`config.mk`:
```
export PLATFORM = sky130hd
export DESIGN_NAME = typed_fifo_mailbox
export DESIGN_NICKNAME = d
export VERILOG_FILES = /design/src/tfm_pkg.sv /design/src/typed_fifo_mailbox.sv /design/src/tfm_store.sv /design/src/tfm_match.sv /design/src/tfm_seq.sv
export SDC_FILE = /design/constraint.sdc
export NUM_CORES = 2
export LEC_CHECK = 0
export BUFFER_PORTS_ARGS = -buffer_cell sky130_fd_sc_hd__buf_2
export CORE_ASPECT_RATIO = 2
export CORE_MARGIN = 2
export CORE_UTILIZATION = 54
export DETAILED_ROUTE_END_ITERATION = 6
export PLACE_DENSITY_LB_ADDON = 0.15
export SLEW_MARGIN = 20
export SYNTH_ARGS = -nofsm -noshare
export SYNTH_HDL_FRONTEND = slang
export SYNTH_HIERARCHICAL = 1
export SYNTH_SLANG_ARGS = --single-unit
```
`constraint.sdc`:
```
create_clock -name clock -period 17.9 [get_ports clock]
set_clock_uncertainty 0.05 [all_clocks]
set_input_delay 3.58 -clock clock [delete_from_list [all_inputs] [get_ports clock]]
set_output_delay 3.58 -clock clock [all_outputs]
set_load 0.005 [all_outputs]
```
`src/tfm_pkg.sv`:
```
// Package for the typed FIFO mailbox: sizes, command and status codes,
// item structs and the control structs passed between the submodules.
// No dependencies.
`default_nettype none

package tfm_pkg;

   localparam int DEPTH         = 16;
   localparam int PAYLOAD_WIDTH = 32;
   localparam int IDX_W         = $clog2(DEPTH);
   localparam int CNT_W         = IDX_W;   // count never exceeds DEPTH-1
   localparam int AGE_W         = IDX_W;   // ages stay 1..count
   localparam int TYPE_W        = 16;
   localparam int PAY_IN_W      = 32;
   localparam int PAY_OUT_W     = 32;
   localparam int FILL_W        = 4;
   localparam int STATUS_W      = 2;

   localparam logic CMD_SEND = 1'b0;
   localparam logic CMD_RECV = 1'b1;

   localparam logic [STATUS_W-1:0] ST_STORED   = 2'd0;
   localparam logic [STATUS_W-1:0] ST_FULL     = 2'd1;
   localparam logic [STATUS_W-1:0] ST_RECEIVED = 2'd2;
   localparam logic [STATUS_W-1:0] ST_NOMATCH  = 2'd3;

   typedef struct packed {
      logic                cmd;
      logic [TYPE_W-1:0]   msg_type;
      logic [PAY_IN_W-1:0] payload_in;
   } req_type;

   typedef struct packed {
      logic [STATUS_W-1:0]  status;
      logic [PAY_OUT_W-1:0] payload_out;
      logic [FILL_W-1:0]    fill_count;
   } rsp_type;

   // sequencer -> store
   typedef struct packed {
      logic                     wr_en;
      logic [IDX_W-1:0]         wr_idx;
      logic [TYPE_W-1:0]        wr_type;
      logic [PAYLOAD_WIDTH-1:0] wr_payload;
      logic [AGE_W-1:0]         wr_age;
      logic                     age_adj;
      logic [AGE_W-1:0]         gone_age;
      logic                     rd_en;
      logic [IDX_W-1:0]         rd_idx;
   } store_cmd_type;

   // store -> match unit, registered read data
   typedef struct packed {
      logic [TYPE_W-1:0]        rd_type;
      logic [PAYLOAD_WIDTH-1:0] rd_payload;
      logic [AGE_W-1:0]         rd_age;
   } store_rd_type;

   // sequencer -> match unit
   typedef struct packed {
      logic              clear;
      logic              rd_valid;
      logic [IDX_W-1:0]  rd_idx;
      logic [IDX_W-1:0]  last_idx;
      logic [TYPE_W-1:0] want_type;
   } match_cmd_type;

   // match unit -> sequencer
   typedef struct packed {
      logic                     found;
      logic [IDX_W-1:0]         best_idx;
      logic [AGE_W-1:0]         best_age;
      logic [PAYLOAD_WIDTH-1:0] best_payload;
      logic [TYPE_W-1:0]        last_type;
      logic [PAYLOAD_WIDTH-1:0] last_payload;
      logic [AGE_W-1:0]         last_age;
   } match_type;

endpackage

`default_nettype wire

```
`src/typed_fifo_mailbox.sv`:
```
// Typed FIFO mailbox: sends append, receives take the oldest entry of a type.
// A send, a refused send or a receive on an empty mailbox answers on rsp_strobe in the
// cycle after the accept, and busy stays low, so a new item can follow the next cycle.
// A receive with entries stored raises busy while it reads one slot per cycle (scan), then
// finishes the compare (drain) and compacts (done); its answer is registered after that.
// Results cannot be stalled. Reset clears the fill count and control, not the entries.
`default_nettype none

module typed_fifo_mailbox (
   input  wire logic             clock,
   input  wire logic             reset,
   input  wire logic             start,
   output logic                  busy,
   input  wire tfm_pkg::req_type req_data,
   output logic                  rsp_strobe,
   output tfm_pkg::rsp_type      rsp_data
);
   import tfm_pkg::*;

   store_cmd_type scmd;
   store_rd_type  srd;
   match_cmd_type mcmd;
   match_type     best;
   logic          rsp_load;
   rsp_type       rsp_next;
   logic          rsp_strobe_ff;
   rsp_type       rsp_data_ff;

   tfm_seq u_seq (
      .clock    (clock),
      .reset    (reset),
      .start    (start),
      .req      (req_data),
      .busy     (busy),
      .scmd     (scmd),
      .mcmd     (mcmd),
      .best     (best),
      .rsp_load (rsp_load),
      .rsp_next (rsp_next)
   );

   tfm_store u_store (
      .clock (clock),
      .cmd   (scmd),
      .rd    (srd)
   );

   tfm_match u_match (
      .clock (clock),
      .reset (reset),
      .mcmd  (mcmd),
      .rd    (srd),
      .best  (best)
   );

   always_ff @(posedge clock) begin
      if (reset) begin
         rsp_strobe_ff <= 1'b0;
      end else begin
         rsp_strobe_ff <= rsp_load;
      end
   end

   always_ff @(posedge clock) begin
      if (rsp_load) begin
         rsp_data_ff <= rsp_next;
      end
   end

   assign rsp_strobe = rsp_strobe_ff;
   assign rsp_data   = rsp_data_ff;

endmodule

`default_nettype wire

```
`src/tfm_store.sv`:
```
// Message store: type and payload memories with one write and one registered
// read port, plus the per-slot age registers with their decrement cells.
// Depends on tfm_pkg.
`default_nettype none

module tfm_store (
   input  wire logic                   clock,
   input  wire tfm_pkg::store_cmd_type cmd,
   output tfm_pkg::store_rd_type       rd
);
   import tfm_pkg::*;

   logic [TYPE_W-1:0]        type_mem [DEPTH];
   logic [PAYLOAD_WIDTH-1:0] pay_mem  [DEPTH];
   logic [AGE_W-1:0]         age_ff   [DEPTH];
   logic [AGE_W-1:0]         age_in   [DEPTH];
   store_rd_type             rd_ff;

   always_ff @(posedge clock) begin
      if (cmd.wr_en) begin
         type_mem[cmd.wr_idx] <= cmd.wr_type;
         pay_mem[cmd.wr_idx]  <= cmd.wr_payload;
      end
      if (cmd.rd_en) begin
         rd_ff.rd_type    <= type_mem[cmd.rd_idx];
         rd_ff.rd_payload <= pay_mem[cmd.rd_idx];
         rd_ff.rd_age     <= age_ff[cmd.rd_idx];
      end
   end

   // each slot: take the moved-in age, then close the gap left by the removed age
   always_comb begin
      for (int i = 0; i < DEPTH; i++) begin
         age_in[i] = age_ff[i];
         if (cmd.wr_en && (cmd.wr_idx == IDX_W'(i))) begin
            age_in[i] = cmd.wr_age;
         end
         if (cmd.age_adj && (age_in[i] > cmd.gone_age)) begin
            age_in[i] = age_in[i] - 1'b1;
         end
      end
   end

   always_ff @(posedge clock) begin
      for (int i = 0; i < DEPTH; i++) begin
         age_ff[i] <= age_in[i];
      end
   end

   assign rd = rd_ff;

endmodule

`default_nettype wire

```
`src/tfm_match.sv`:
```
// Shared compare unit: looks at one read-back entry per cycle and keeps the
// oldest entry of the wanted type, plus a copy of the last stored entry.
// Depends on tfm_pkg.
`default_nettype none

module tfm_match (
   input  wire logic                   clock,
   input  wire logic                   reset,
   input  wire tfm_pkg::match_cmd_type mcmd,
   input  wire tfm_pkg::store_rd_type  rd,
   output tfm_pkg::match_type          best
);
   import tfm_pkg::*;

   logic                     found_ff, found_in;
   logic [IDX_W-1:0]         best_idx_ff;
   logic [AGE_W-1:0]         best_age_ff;
   logic [PAYLOAD_WIDTH-1:0] best_pay_ff;
   logic [TYPE_W-1:0]        last_type_ff;
   logic [PAYLOAD_WIDTH-1:0] last_pay_ff;
   logic [AGE_W-1:0]         last_age_ff;
   logic                     take;

   // strict compare keeps the lowest slot on equal ages
   assign take = mcmd.rd_valid && (rd.rd_type == mcmd.want_type) &&
                 (!found_ff || (rd.rd_age < best_age_ff));

   always_comb begin
      found_in = found_ff;
      if (mcmd.clear) begin
         found_in = 1'b0;
      end else if (take) begin
         found_in = 1'b1;
      end
   end

   always_ff @(posedge clock) begin
      if (reset) begin
         found_ff <= 1'b0;
      end else begin
         found_ff <= found_in;
      end
   end

   always_ff @(posedge clock) begin
      if (take) begin
         best_idx_ff <= mcmd.rd_idx;
         best_age_ff <= rd.rd_age;
         best_pay_ff <= rd.rd_payload;
      end
      if (mcmd.rd_valid && (mcmd.rd_idx == mcmd.last_idx)) begin
         last_type_ff <= rd.rd_type;
         last_pay_ff  <= rd.rd_payload;
         last_age_ff  <= rd.rd_age;
      end
   end

   assign best.found        = found_ff;
   assign best.best_idx     = best_idx_ff;
   assign best.best_age     = best_age_ff;
   assign best.best_payload = best_pay_ff;
   assign best.last_type    = last_type_ff;
   assign best.last_payload = last_pay_ff;
   assign best.last_age     = last_age_ff;

endmodule

`default_nettype wire

```
`src/tfm_seq.sv`:
```
// Sequencer: takes commands, handles sends in one step, walks the store one
// slot per cycle for a receive, then compacts and answers.
// Depends on tfm_pkg.
`default_nettype none

module tfm_seq (
   input  wire logic                   clock,
   input  wire logic                   reset,
   input  wire logic                   start,
   input  wire tfm_pkg::req_type       req,
   output logic                        busy,
   output tfm_pkg::store_cmd_type      scmd,
   output tfm_pkg::match_cmd_type      mcmd,
   input  wire tfm_pkg::match_type     best,
   output logic                        rsp_load,
   output tfm_pkg::rsp_type            rsp_next
);
   import tfm_pkg::*;

   localparam logic [1:0] S_IDLE  = 2'd0;
   localparam logic [1:0] S_SCAN  = 2'd1;
   localparam logic [1:0] S_DRAIN = 2'd2;
   localparam logic [1:0] S_DONE  = 2'd3;

   logic [1:0]        state_ff, state_in;
   logic [CNT_W-1:0]  count_ff, count_in;
   logic [IDX_W-1:0]  idx_ff, idx_in;
   logic [TYPE_W-1:0] want_ff, want_in;
   logic              rdv_ff, rdv_in;
   logic [IDX_W-1:0]  rdidx_ff, rdidx_in;
   logic [IDX_W-1:0]  last_idx;

   assign last_idx = IDX_W'(count_ff - 1'b1);
   assign busy     = (state_ff != S_IDLE);

   always_comb begin
      state_in = state_ff;
      count_in = count_ff;
      idx_in   = idx_ff;
      want_in  = want_ff;
      rdv_in   = 1'b0;
      rdidx_in = rdidx_ff;

      scmd            = '0;
      scmd.wr_payload = PAYLOAD_WIDTH'(req.payload_in);
      scmd.wr_type    = req.msg_type;
      scmd.wr_idx     = IDX_W'(count_ff);
      scmd.wr_age     = AGE_W'(count_ff) + 1'b1;
      scmd.rd_idx     = idx_ff;

      mcmd.clear     = 1'b0;
      mcmd.rd_valid  = rdv_ff;
      mcmd.rd_idx    = rdidx_ff;
      mcmd.last_idx  = last_idx;
      mcmd.want_type = want_ff;

      rsp_load             = 1'b0;
      rsp_next.status      = ST_NOMATCH;
      rsp_next.payload_out = '0;
      rsp_next.fill_count  = FILL_W'(count_ff);

      unique case (state_ff)
         S_IDLE: begin
            if (start) begin
               if (req.cmd == CMD_SEND) begin
                  rsp_load = 1'b1;
                  if (count_ff >= CNT_W'(DEPTH - 1)) begin
                     rsp_next.status = ST_FULL;
                  end else begin
                     scmd.wr_en          = 1'b1;
                     count_in            = count_ff + 1'b1;
                     rsp_next.status     = ST_STORED;
                     rsp_next.fill_count = FILL_W'(count_in);
                  end
               end else if (count_ff == '0) begin
                  rsp_load = 1'b1;
               end else begin
                  want_in    = req.msg_type;
                  idx_in     = '0;
                  mcmd.clear = 1'b1;
                  state_in   = S_SCAN;
               end
            end
         end
         S_SCAN: begin
            scmd.rd_en = 1'b1;
            rdv_in     = 1'b1;
            rdidx_in   = idx_ff;
            if (idx_ff == last_idx) begin
               state_in = S_DRAIN;
            end else begin
               idx_in = idx_ff + 1'b1;
            end
         end
         S_DRAIN: begin
            // last read-back entry is compared this cycle
            state_in = S_DONE;
         end
         S_DONE: begin
            rsp_load = 1'b1;
            state_in = S_IDLE;
            if (best.found) begin
               // last entry fills the hole; a self-move when it was picked
               scmd.wr_en           = 1'b1;
               scmd.wr_idx          = best.best_idx;
               scmd.wr_type         = best.last_type;
               scmd.wr_payload      = best.last_payload;
               scmd.wr_age          = best.last_age;
               scmd.age_adj         = 1'b1;
               scmd.gone_age        = best.best_age;
               count_in             = count_ff - 1'b1;
               rsp_next.status      = ST_RECEIVED;
               rsp_next.payload_out = PAY_OUT_W'(best.best_payload);
               rsp_next.fill_count  = FILL_W'(count_in);
            end
         end
         default: begin
            state_in = S_IDLE;
         end
      endcase
   end

   always_ff @(posedge clock) begin
      if (reset) begin
         state_ff <= S_IDLE;
         count_ff <= '0;
         rdv_ff   <= 1'b0;
      end else begin
         state_ff <= state_in;
         count_ff <= count_in;
         rdv_ff   <= rdv_in;
      end
   end

   always_ff @(posedge clock) begin
      idx_ff   <= idx_in;
      want_ff  <= want_in;
      rdidx_ff <= rdidx_in;
   end

endmodule

`default_nettype wire

```
==> summary.txt <==
Worst hold path
  • Worst Hold Launch: u_store/rd[22]
  • Hold crit path type: register to register

Timing
  • Final setup margin: 10.68 ns
  • Slew HR: 0.2641
  • Slew @ Worst Pin: 1.104 ns
  • Pins Over Slew Limit: 0
  • Final hold viol count: 0
  • Min cycle time layout: 7.221 ns
  • # setup viols final: 0
  • FMAX: 0.1385 GHz
  • Final Cycle Share: 0.4034
  • RSZ-0062 raised after global routing: false
  • Setup TNS: 0 ns

Critical path
  • Crit. Startpoint: req_data[48]
  • CP Max Fanout: 52
  • FF-to-FF Start: u_seq/state_ff[0]
  • Worst setup path category: primary input to register
  • Critical path required time: 18.41 ns
  • Critical Path Start Type: primary input
  • Setup crit end kind: register
  • Crit path DAT: 7.73 ns

Synth
  • Distinct cells, synth: 57
  • Post-Syn Area per Cell: 19.54 um2
  • Number of synthesized flops with an enable pin: 974
  • Area leader, netlist: edfxtp_1
  • Synthesized instance count: 2162
  • Most common cell in the synthesized netlist: edfxtp_1
  • Synth Warn #: 6
  • Top post-synthesis cells by area: edfxtp_1 (69%), mux4_2 (14%), dfxtp_1 (3.5%)
  • Most frequent cells after synthesis: edfxtp_1 (974), mux4_2 (260), nand2_1 (197), ha_1 (91), dfxtp_1 (73)
  • Asr flop ratio synth: 0
  • Post-Syn Area: 42250 um2
  • Synth top area share: 0.6923
  • Commonest register cell after synthesis: edfxtp_1
  • Yosys reg bits: 1047
  • Syn nets: 2305
  • Sequential element share of the synthesized area: 0.7269

Detailed routing
  • Final Routed Wirelength: 98600 um
  • Post-route ant nets: 0
  • Vias per inst: 6.248
  • Drt drc: 0
  • Drt initial violations: 1893
  • Pre-Repair DR Iteration Count: 7
  • Total number of vias: 21170
  • DR WL/cell: 29.09 um

Global route
  • GRT Resource Usage Total: 0.2492
  • Vias in the first global route: 22470
  • Initial antenna violation count: 3
  • Largest net degree at the start of global routing: 132
  • Global-route wire length before repair: 144600 um
  • Grt total ovfl: 0

Floorplan
  • # rows: 145
  • Die span in x: 201.8 um
  • Die H: 399.6 um
  • DIE AREA: 80620 um2
  • Num ports: 92
  • Initial Util: 0.5428
  • Core Box Area: 77830 um2

Place
  • Setup WS pre-CTS: 10.05 ns
  • Port Buf Inserts: 91
  • Detailed Place HPWL: 54360 um
  • Routability cong.: 0.8856

Power
  • PD cells: 124.6 nW/um2
  • Leak: 15.81 nW
  • Total power: 5.840 mW
  • Max IR drop VDD: 79.77 uV

Clock tree
  • Maximum root-to-sink buffer count: 3
  • CTS tree: yes
  • Clk_lat worst skew: 0.67 ns
  • Cts bufs inserted: 89
  • Post-CTS Setup Inserts: 0
  • Hold_buf cts: 0
  • # resized after CTS: 0
  • Clock transition at path regs: 0.06 ns
  • CTS Root Cell: clkbuf_16
  • Sink Count: 1047
  • CTS H-tree depth: 3

Layout
  • Final layout net count: 2432
  • Final core occ: 0.6022
  • Area growth, synth to finish: 10.94%
  • Share of cells above drive strength 1: 0.2437

Status
  • Status: finished, final reports clean

Run
  • Max cap viols: 0
sequential cells by signal, indices dropped and copies added, names as in the netlist, 16 cells and up:
signal and count:
rsp_data 38, u_match/best_pay_ff 32, u_match/last_pay_ff 32, u_match/last_type_ff 16
u_seq/want_ff 16, u_store/age_ff 64, u_store/pay_mem 512, u_store/rd 52
u_store/type_mem 256
critical path: stages:
cell,delay [ns]
buf_2,0.11
nand2b_1,0.20
a31oi_1,0.32
a21oi_1,0.12
nor2_1,0.27
nor3b_2,0.32
and3_4,0.21
buf_4,0.83
mux2i_1,0.44
inv_1,0.10
ha_1,0.32
nor2b_1,0.13
o211ai_1,0.09
a21oi_1,0.33
nand4_1,0.17
xnor2_1,0.16
final cells by class:
cell class	count	area (um2)
diodes	1	2.502
flip-flops and latches	1047	30710
well taps	1029	1287
fillers	5483	30960
multi-input cells	959	10930
inverters	56	211.5
repair buffers	136	817.0
clock inverters	54	511.7
clock buffers	107	2400
logic make-up after synthesis:
family,Yosys count,share of synthesized area
adders and majority gates,91,0.02695
xor gates and xnor gates,77,0.01596
AOI/OAI and AO/OA,97,0.01469
DFF,1047,0.7269
buffers and inverters,156,0.01741
muxes,342,0.1585
and+or+nand+nor,352,0.03954
worst paths after layout:
path	slack [ns]	to	cells past startpoint
worst min-delay path	0.40	u_match/best_pay_ff[18]	0
worst max-delay path	10.68	u_store/age_ff[3][3]	16
worst min register to register	0.40	u_match/best_pay_ff[18]	0
worst max register to register	12.19	u_store/age_ff[7][3]	15
power breakdown:
group	switching, mW	internal [mW]
combinational	0.531	0.423
clock	0.868	1.08
sequential	0.0678	2.87
total	1.47	4.37
layer usage:
metal | vias to the layer above | GRT usage | wire [um]
met4 | 2 | 0.1010 | 3582
met3 | 200 | 0.02997 | 5374
met5 | - | 0 | 13
li1 | 8923 | - | -
met1 | 11270 | 0.3078 | 36820
met2 | 774 | 0.4471 | 52810
placed cells by master (no fill, tap or decap), types with 23 or more instances in the layout:
cell type	count
a21oi_1	41
buf_4	42
mux2i_1	65
inv_1	49
and3_1	36
ha_1	89
buf_2	91
xor2_1	23
mux4_2	260
nand4_1	32
nand2_1	196
edfxtp_1	974
clkbuf_16	93
dfxtp_1	72
xnor2_1	54
stage by stage:
step	std cells	area [um2]	hold WS (ns)
final	3389	46870	0.3977
after global placement	3226	43930	0.3765
after CTS	3387	46850	0.3964
after floorplan	2162	42250	0.3715
after global routing	3388	46870	0.4083
after detailed placement	3226	43940	0.3811
No activity file was read; power rests on OpenSTA's default activity.
